[src/design/plq_pkg.sv]
// ----------------------------------------------------------------------------
// plq_pkg
// Shared types, constants and codes for the pooled linked queue core.
// ----------------------------------------------------------------------------
package plq_pkg;

	localparam int POOL_NODES  = 256;
	localparam int QUEUE_COUNT = 16;
	localparam int NODE_W      = $clog2(POOL_NODES);
	localparam int QID_W       = 4;
	localparam int QIDX_W      = (QUEUE_COUNT > 1) ? $clog2(QUEUE_COUNT) : 1;
	localparam int PAY_W       = 48;
	localparam int HANDLE_W    = 8;
	localparam int STEP_W      = NODE_W + 1;

	typedef enum logic [1:0] {
		REQ_INIT    = 2'd0,
		REQ_ENQ     = 2'd1,
		REQ_DEQ     = 2'd2,
		REQ_CANCEL  = 2'd3
	} req_t;

	typedef enum logic [1:0] {
		ST_OK        = 2'd0,
		ST_EMPTY     = 2'd1,
		ST_NO_NODES  = 2'd2,
		ST_NOT_READY = 2'd3
	} status_t;

	typedef enum logic [1:0] {
		NS_FREE      = 2'd0,
		NS_QUEUED    = 2'd1,
		NS_SENTINEL  = 2'd2,
		NS_CANCELLED = 2'd3
	} nstat_t;

	typedef enum logic [3:0] {
		S_IDLE,
		S_DECODE,
		S_TAKE,
		S_INIT_WR,
		S_ENQ_WR,
		S_ENQ_LINK,
		S_DQ_CHECK,
		S_DQ_READ,
		S_DQ_STEP,
		S_DQ_PAY,
		S_OUT
	} state_t;

	// controller to datapath
	typedef struct packed {
		logic latch_req;   // capture the input item
		logic rd_free;     // read link of free_top
		logic do_take;     // pop free stack, write new node
		logic init_wr;     // finish init
		logic enq_wr;      // write enqueue node
		logic enq_link;    // link old tail to new node
		logic dq_read;     // read head's link to its successor
		logic dq_step;     // advance head, free old sentinel
		logic dq_pay;      // read payload of new sentinel
		logic cancel_wr;   // mark node cancelled
		logic set_status;  // load status register
		status_t status;
		logic clr_steps;
	} plq_cmd_t;

	// datapath to controller
	typedef struct packed {
		req_t req;
		logic qid_ok;
		logic q_ready;
		logic free_ok;
		logic head_is_tail;
		logic nxt_null;
		logic nxt_cancelled;
		logic steps_done;
	} plq_sts_t;

endpackage

[src/design/plq_ctrl.sv]
// ----------------------------------------------------------------------------
// plq_ctrl
// Sequencer for queue operations: decodes the request and steps the datapath.
// ----------------------------------------------------------------------------
module plq_ctrl import plq_pkg::*; (
	input  logic     clk,
	input  logic     arst_n,
	input  logic     in_fire,
	input  logic     out_free,
	output logic     busy,
	output logic     out_load,
	output plq_cmd_t cmd,
	input  plq_sts_t sts
);

	state_t state_q, state_d;

	// state register
	always_ff @(posedge clk or negedge arst_n) begin
		if (!arst_n) begin
			state_q <= S_IDLE;
		end else begin
			state_q <= state_d;
		end
	end

	// next state and commands
	always_comb begin
		state_d  = state_q;
		cmd      = '0;
		cmd.status = ST_OK;
		out_load = 1'b0;
		busy     = (state_q != S_IDLE);
		unique case (state_q)
			S_IDLE: begin
				if (in_fire) begin
					cmd.latch_req = 1'b1;
					state_d = S_DECODE;
				end
			end
			S_DECODE: begin
				cmd.set_status = 1'b1;
				if (sts.req == REQ_CANCEL) begin
					cmd.cancel_wr = 1'b1;
					cmd.status = ST_OK;
					state_d = S_OUT;
				end else if (!sts.qid_ok) begin
					cmd.status = ST_NOT_READY;
					state_d = S_OUT;
				end else if (sts.req == REQ_INIT || sts.req == REQ_ENQ) begin
					if (sts.req == REQ_ENQ && !sts.q_ready) begin
						cmd.status = ST_NOT_READY;
						state_d = S_OUT;
					end else if (!sts.free_ok) begin
						cmd.status = ST_NO_NODES;
						state_d = S_OUT;
					end else begin
						cmd.rd_free = 1'b1;
						cmd.status = ST_OK;
						state_d = S_TAKE;
					end
				end else if (!sts.q_ready) begin
					cmd.status = ST_NOT_READY;
					state_d = S_OUT;
				end else begin
					cmd.status = ST_EMPTY;
					cmd.clr_steps = 1'b1;
					state_d = S_DQ_CHECK;
				end
			end
			S_TAKE: begin
				cmd.do_take = 1'b1;
				state_d = (sts.req == REQ_INIT) ? S_INIT_WR : S_ENQ_WR;
			end
			S_INIT_WR: begin
				cmd.init_wr = 1'b1;
				state_d = S_OUT;
			end
			S_ENQ_WR: begin
				cmd.enq_wr = 1'b1;
				state_d = S_ENQ_LINK;
			end
			S_ENQ_LINK: begin
				cmd.enq_link = 1'b1;
				state_d = S_OUT;
			end
			S_DQ_CHECK: begin
				if (sts.steps_done || sts.head_is_tail) begin
					state_d = S_OUT;
				end else begin
					cmd.dq_read = 1'b1;
					state_d = S_DQ_READ;
				end
			end
			S_DQ_READ: begin
				if (sts.nxt_null) begin
					state_d = S_OUT;
				end else begin
					cmd.dq_step = 1'b1;
					state_d = S_DQ_STEP;
				end
			end
			S_DQ_STEP: begin
				if (sts.nxt_cancelled) begin
					state_d = S_DQ_CHECK;
				end else begin
					cmd.dq_pay = 1'b1;
					state_d = S_DQ_PAY;
				end
			end
			S_DQ_PAY: begin
				cmd.set_status = 1'b1;
				cmd.status = ST_OK;
				state_d = S_OUT;
			end
			S_OUT: begin
				if (out_free) begin
					out_load = 1'b1;
					state_d = S_IDLE;
				end
			end
			default: state_d = S_IDLE;
		endcase
	end

endmodule

[config.mk]
export PLATFORM = sky130hd
export DESIGN_NAME = plq_ctrl
export DESIGN_NICKNAME = d
export VERILOG_FILES = /design/src/design/plq_pkg.sv /design/src/design/plq_ctrl.sv
export SDC_FILE = /design/constraint.sdc
export NUM_CORES = 1
export LEC_CHECK = 0
export BUFFER_PORTS_ARGS = -buffer_cell sky130_fd_sc_hd__buf_2
export CORE_AREA = 2 2 39 41
export CTS_CLUSTER_DIAMETER = 40
export DETAILED_ROUTE_END_ITERATION = 6
export DIE_AREA = 0 0 41 43
export PLACE_DENSITY = 0.7
export SLEW_MARGIN = 20
export SYNTH_ARGS = -nofsm -noshare
export SYNTH_HDL_FRONTEND = slang
export SYNTH_SLANG_ARGS = --single-unit
[constraint.sdc]
create_clock -name clk -period 1.7 [get_ports clk]
set_clock_uncertainty 0.05 [all_clocks]
set_input_delay 0.085 -clock clk [delete_from_list [all_inputs] [get_ports clk]]
set_output_delay 0.085 -clock clk [all_outputs]
set_load 0.05 [all_outputs]
==> results of run 1 <==
[power by group]
group | switching (mW) | total [mW] | internal, mW
clock network | 0.0459 | 0.125 | 0.0794
logic | 0.671 | 1.05 | 0.376
registers | 0.0591 | 0.205 | 0.146
total | 0.776 | 1.38 | 0.601
[logic make-up after synthesis]
group                  synth area share
and+or+nand+nor                   0.567
AOI/OAI and AO/OA                 0.186
buffers and inverters            0.0433
DFF                               0.204
[cells in the mapped netlist, types with 2 or more instances]
library cell,instances,share of area
nand2_1,4,0.031
a21oi_1,4,0.041
nor2b_1,3,0.038
nand3_1,3,0.031
and3_1,2,0.025
nor4_2,3,0.076
dfrtp_1,4,0.20
nand2b_1,4,0.051
o211ai_1,2,0.031
nor3_1,8,0.081
nor3b_1,2,0.031
o21ai_0,5,0.051
clkbuf_1,2,0.015
nor2_1,10,0.076
buf_2,2,0.020
[layer usage]
metal | vias up | track usage
met2 | 20 | 0.319
met3 | 3 | 0.0314
met1 | 309 | 0.238
met5 | - | 0
met4 | 0 | 0.120
li1 | 329 | -
[critical path, stage by stage, from the launching register on]
cell      delay, ns
dfrtp_2        0.43
buf_4          0.16
nand2b_1       0.10
buf_4          0.17
nor3_2         0.19
clkbuf_4       0.27
[cell type report]
cell class                      instances  area [um2]
Inverter                                1        3.75
Sequential cell                         4         103
Clock buffer                            3        22.5
Timing Repair Buffer                   37         236
Tap cell                               16        20.0
Multi-Input combinational cell         61         440
Fill cell                             124         558
[what timing repair did]
item | CTS | global route
hold endpoints to repair | 4 | 0
buffers inserted | 0 | 1
resized for setup | 6 | 9
hold buffers | 1 | 0
endpoints found under the setup margin | 5 | 9
pin swaps | 1 | 1
[layout by cell type, fill, tap and decap left out, types with 2 or more instances in the layout]
master	instances
a21oi_1	3
and3_1	2
buf_2	22
buf_4	9
buf_6	3
clkbuf_4	5
dfrtp_1	2
dfrtp_2	2
nand2_1	4
nand2b_1	3
nand2b_4	2
nand3_1	3
nor2_1	9
nor2_2	2
nor2b_1	3
nor3_1	2
nor3_2	6
nor3b_1	2
nor4_4	3
o211ai_1	2
o21ai_0	5
[worst max-delay path by stage]
| stage | slack (ns) | to | cells after the start |
|---|---|---|---|
| floorplan | -0.05 | cmd[12] | 3 |
| global placement | 0.16 | cmd[12] | 3 |
| detailed placement | 0.12 | cmd[12] | 3 |
| CTS | -0.05 | cmd[2] | 5 |
| global route | -0.04 | cmd[7] | 4 |
| finish | -0.001 | cmd[6] | 5 |
==> results.cfg, run 1 <==
[outcome]
status = finished with violations
violations = negative setup slack

[floorplanning]
coreArea_um2 = 1380
die_h_um = 43
ios = 29
rows = 14
die_w_um = 41
start_util = 0.355
die_area_um2 = 1760

[synth]
synth_ff_type = dfrtp_1
syn_inst = 70
synth_edf_count = 0
synth-seq-cells = 4
synth_seq_area_share = 0.204
syn_area_per_cell_um2 = 7.02
synthArstFlopShare = 1.00
syn-num-nets = 83
yosysWarnings = 0
ys_types = 27
synth_area_um2 = 492

[clocking]
clockRootBuffer = clkbuf_4
cts_sinks = 4
clk-insertion-delay-late_ns = 0.25
cts_made_buffers = 3
path_clk_slew_ns = 0.04
cts_buffer_depth = 2
cts_tree = done
htree_levels = 1

[timing]
rsz0062_at_grt = yes
final_max_slew_viol_count = 0
fin_tns_setup_ns = -0.00117
holdWs_ns = 0.118
final_hold_viol_count = 0
max_freq_ghz = 0.588
worst_pin_slew_ns = 0.333
setup_slack_ns = -0.00117
fin_crit_ns = 1.70
setup_viol = 1
maxSlewHeadroom = 0.776
finalCritPeriodShare = 1.00

[worst_setup_path]
cp_max_fo = 7
r2r_cells = 5
critPathKind = reg2out
arrival_ns = 1.57
r2r_end = state_q[0]$_DFFE_PN0P_
endpoint_kind = output pin
rrSetupSlack_ns = 0.22
cp.required_ns = 1.56
crit_path_start = state_q[2]$_DFFE_PN0P_
reg2reg_from = state_q[0]$_DFFE_PN0P_
critPathLaunchType = register

[routing]
drcViolationCount = 0
dr_total_vias = 661
highest_layer = met4
wire_per_inst_um = 13.0
wirelength_met1_um = 656
drt_wl_total_mm = 1.58
firstDrtPassIters = 3
drt_iter0_markers = 4
wl_met3_um = 53
routed_via_density = 5.42
ant_nets = 0
met2_length_um = 845

[place]
dp.cells = 117
port_buffers = 28
dp_hpwl_mm = 1.21
gp_congestion = 0.762
pre_cts_slack_ns = 0.125
dpl_cell_area_um2 = 744

[final_layout]
drive_gt1_frac = 0.528
regMostFlops = state_q
diodes = 0
reg.largest.list = state_q: 4 flops
finalNetCount = 121
largest_register_ffs = 4
layoutNonFillerInstCount = 122
final_util = 0.597
fin_area_um2 = 826
syn_to_final_growth_pct = 67.9

[grt]
grt_pass1_wl_mm = 2.39
track_usage = 0.201
grt_overflow = 0
grt_antenna_before_repair = 0
grt_pass1_vias = 565
grt_max_degree = 16

[worst_hold_path]
min_path_type = in2async

[power]
total_leakage_power_nw = 0.375
powerDensity_nw_per_um2 = 1670
power_mw = 1.38
irDropWorstVdd_uv = 548

[job]
maxCapViolations = 0
Power figures use the tool's default switching activity.
==> run 2: changes to the inputs <==
==> constraint.sdc (replaced) <==
create_clock -name clk -period 1.7 [get_ports clk]
set_clock_uncertainty 0.05 [all_clocks]
set_input_delay 0.34 -clock clk [delete_from_list [all_inputs] [get_ports clk]]
set_output_delay 0.34 -clock clk [all_outputs]
set_load 0.05 [all_outputs]
==> run 2 against run 1 <==
  * Setup slack got worse by 0.15 ns
  * Total power increased by 43%
  * First-iteration DRC count rose by 25%
  * Routed wire length increased by 33%
  * Sequential cell count did not move
  * Critical path type unchanged
  * Non-clock buffer count increased by 20
  * The flow still finishes with violations (negative setup slack)
==> results.cfg, run 2 (synthesized netlist as in run 1, its figures left out) <==
[place]
gp_congestion = 0.831
port_buffers = 28
pre_cts_slack_ns = -0.0959
dpl_cell_area_um2 = 837
dp_hpwl_mm = 1.33

[timing]
setup_slack_ns = -0.154
finalCritPeriodShare = 1.09
final_max_slew_viol_count = 0
fin_tns_setup_ns = -1.27
worst_pin_slew_ns = 0.325
maxSlewHeadroom = 0.780
max_freq_ghz = 0.540
rsz0062_at_grt = yes
final_hold_viol_count = 0
fin_crit_ns = 1.85
setup_viol = 15

[worst_setup_path]
r2r_end = state_q[0]$_DFFE_PN0P_
critPathKind = reg2out
cp.required_ns = 1.31
cp_max_fo = 3
cpMaxStageDelayCell = dfrtp_1
rrSetupSlack_ns = 0.09
cpPeakStageDelay_ns = 0.37
path_cells = nand2b_4, or3_4, nor4_4, buf_6
r2r_cells = 8
arrival_ns = 1.46
critical-path-top-delay-family = simple AND/OR/NAND/NOR gates
endpoint_kind = output pin
critPathLaunchType = register
crit_buf_inv = 1
reg2reg_from = state_q[0]$_DFFE_PN0P_

[final_layout]
regMostFlops = state_q
fin_area_um2 = 1180
drive_gt1_frac = 0.651
largest_register_ffs = 4
syn_to_final_growth_pct = 139
final_util = 0.851
final_cell_mix = buf_6 (22), buf_4 (18), buf_2 (13)
reg.largest.list = state_q: 4 flops
diodes = 0
finalNetCount = 141
layout_commonest_cell = buf_6

[floorplanning]
rows = 14
ios = 29
die_area_um2 = 1760
coreArea_um2 = 1380
die_h_um = 43
die_w_um = 41
start_util = 0.355

[grt]
track_usage = 0.261
grt_pass1_wl_mm = 3.17
grt_max_degree = 16
grt_pass1_vias = 746
grt_overflow = 0
grt_antenna_before_repair = 0

[clocking]
cts_buffer_depth = 2
path_clk_slew_ns = 0.04
htree_levels = 1
clk-insertion-delay-late_ns = 0.24
cts_tree = done
cts_sinks = 4
cts_made_buffers = 3
clockRootBuffer = clkbuf_4

[routing]
dr_total_vias = 744
drt_wl_total_mm = 2.10
routed_via_density = 5.24
drt_iter0_markers = 5
ant_nets = 0
firstDrtPassIters = 3
wire_per_inst_um = 14.8
drcViolationCount = 0

[outcome]
violations = negative setup slack
status = finished with violations

[power]
powerDensity_nw_per_um2 = 1670
irDropWorstVdd_uv = 1290
total_leakage_power_nw = 0.530

[job]
maxCapViolations = 0

[worst_hold_path]
min_path_type = in2async
## run 2: cell types whose count changed in the layout (fill, tap and decap cells not counted), moves of 3 or more
cell / change
buf_6: +19
buf_2: -9
nor3_2: -5
buf_4: +9
buf_8: +3
nor3_4: +5
## run 2: repair_timing
item / CTS / global route
pin swaps: 6 / 5
hold buffers: 1 / 0
setup endpoints to repair: 16 / 18
hold endpoints to repair: 4 / 0
resized for setup: 56 / 6
setup buffers: 9 / 2
## run 2: report_power, final
part	total [mW]	switching, mW	internal [mW]
clock	0.119	0.0403	0.0790
sequential	0.184	0.0417	0.142
combinational	1.66	0.913	0.751
## run 2: worst reg2reg max path, delay by kind of cell, from the launching register on
family	cells	cell delay [ns]
flops	1	0.41
compound gates	1	0.04
buf+inv	5	0.64
simple gates	2	0.40
## run 2: routing by layer
layer,vias up,share of wire,GRT usage
li1,370,-,-
met4,0,0,0.0267
met5,-,0,0
met2,22,0.57,0.463
met3,0,0.038,0.0942
met1,352,0.40,0.291
## run 2: worst max-delay path by stage
| stage | start | end | slack [ns] | cells past startpoint |
|---|---|---|---|---|
| after global routing | state_q[2]$_DFFE_PN0P_ | cmd[7] | -0.23 | 5 |
| after CTS | state_q[1]$_DFFE_PN0P_ | cmd[12] | -0.17 | 4 |
| after floorplan | state_q[1]$_DFFE_PN0P_ | cmd[12] | -0.28 | 3 |
| final | state_q[1]$_DFFE_PN0P_ | cmd[12] | -0.15 | 4 |
| after detailed placement | state_q[1]$_DFFE_PN0P_ | cmd[12] | -0.1 | 4 |
| after global placement | state_q[1]$_DFFE_PN0P_ | cmd[12] | -0.08 | 4 |
## run 2: final cells by class
type,count,area (um2)
inverters,1,3.75
clock buffers,3,22.5
flip-flops and latches,4,100
fillers,79,206
multi-input cells,61,528
well taps,16,20.0
repair buffers,57,503
## run 2: stage by stage
stage / hold slack (ns) / instances / power (mW)
after floorplan: -0.00559 / 70 / 0.942
after CTS: 0.374 / 140 / 1.85
final: 0.380 / 142 / 1.97
after global routing: 0.380 / 142 / 2.09
after detailed placement: 0.0985 / 127 / 1.31
after global placement: 0.0954 / 127 / 1.29
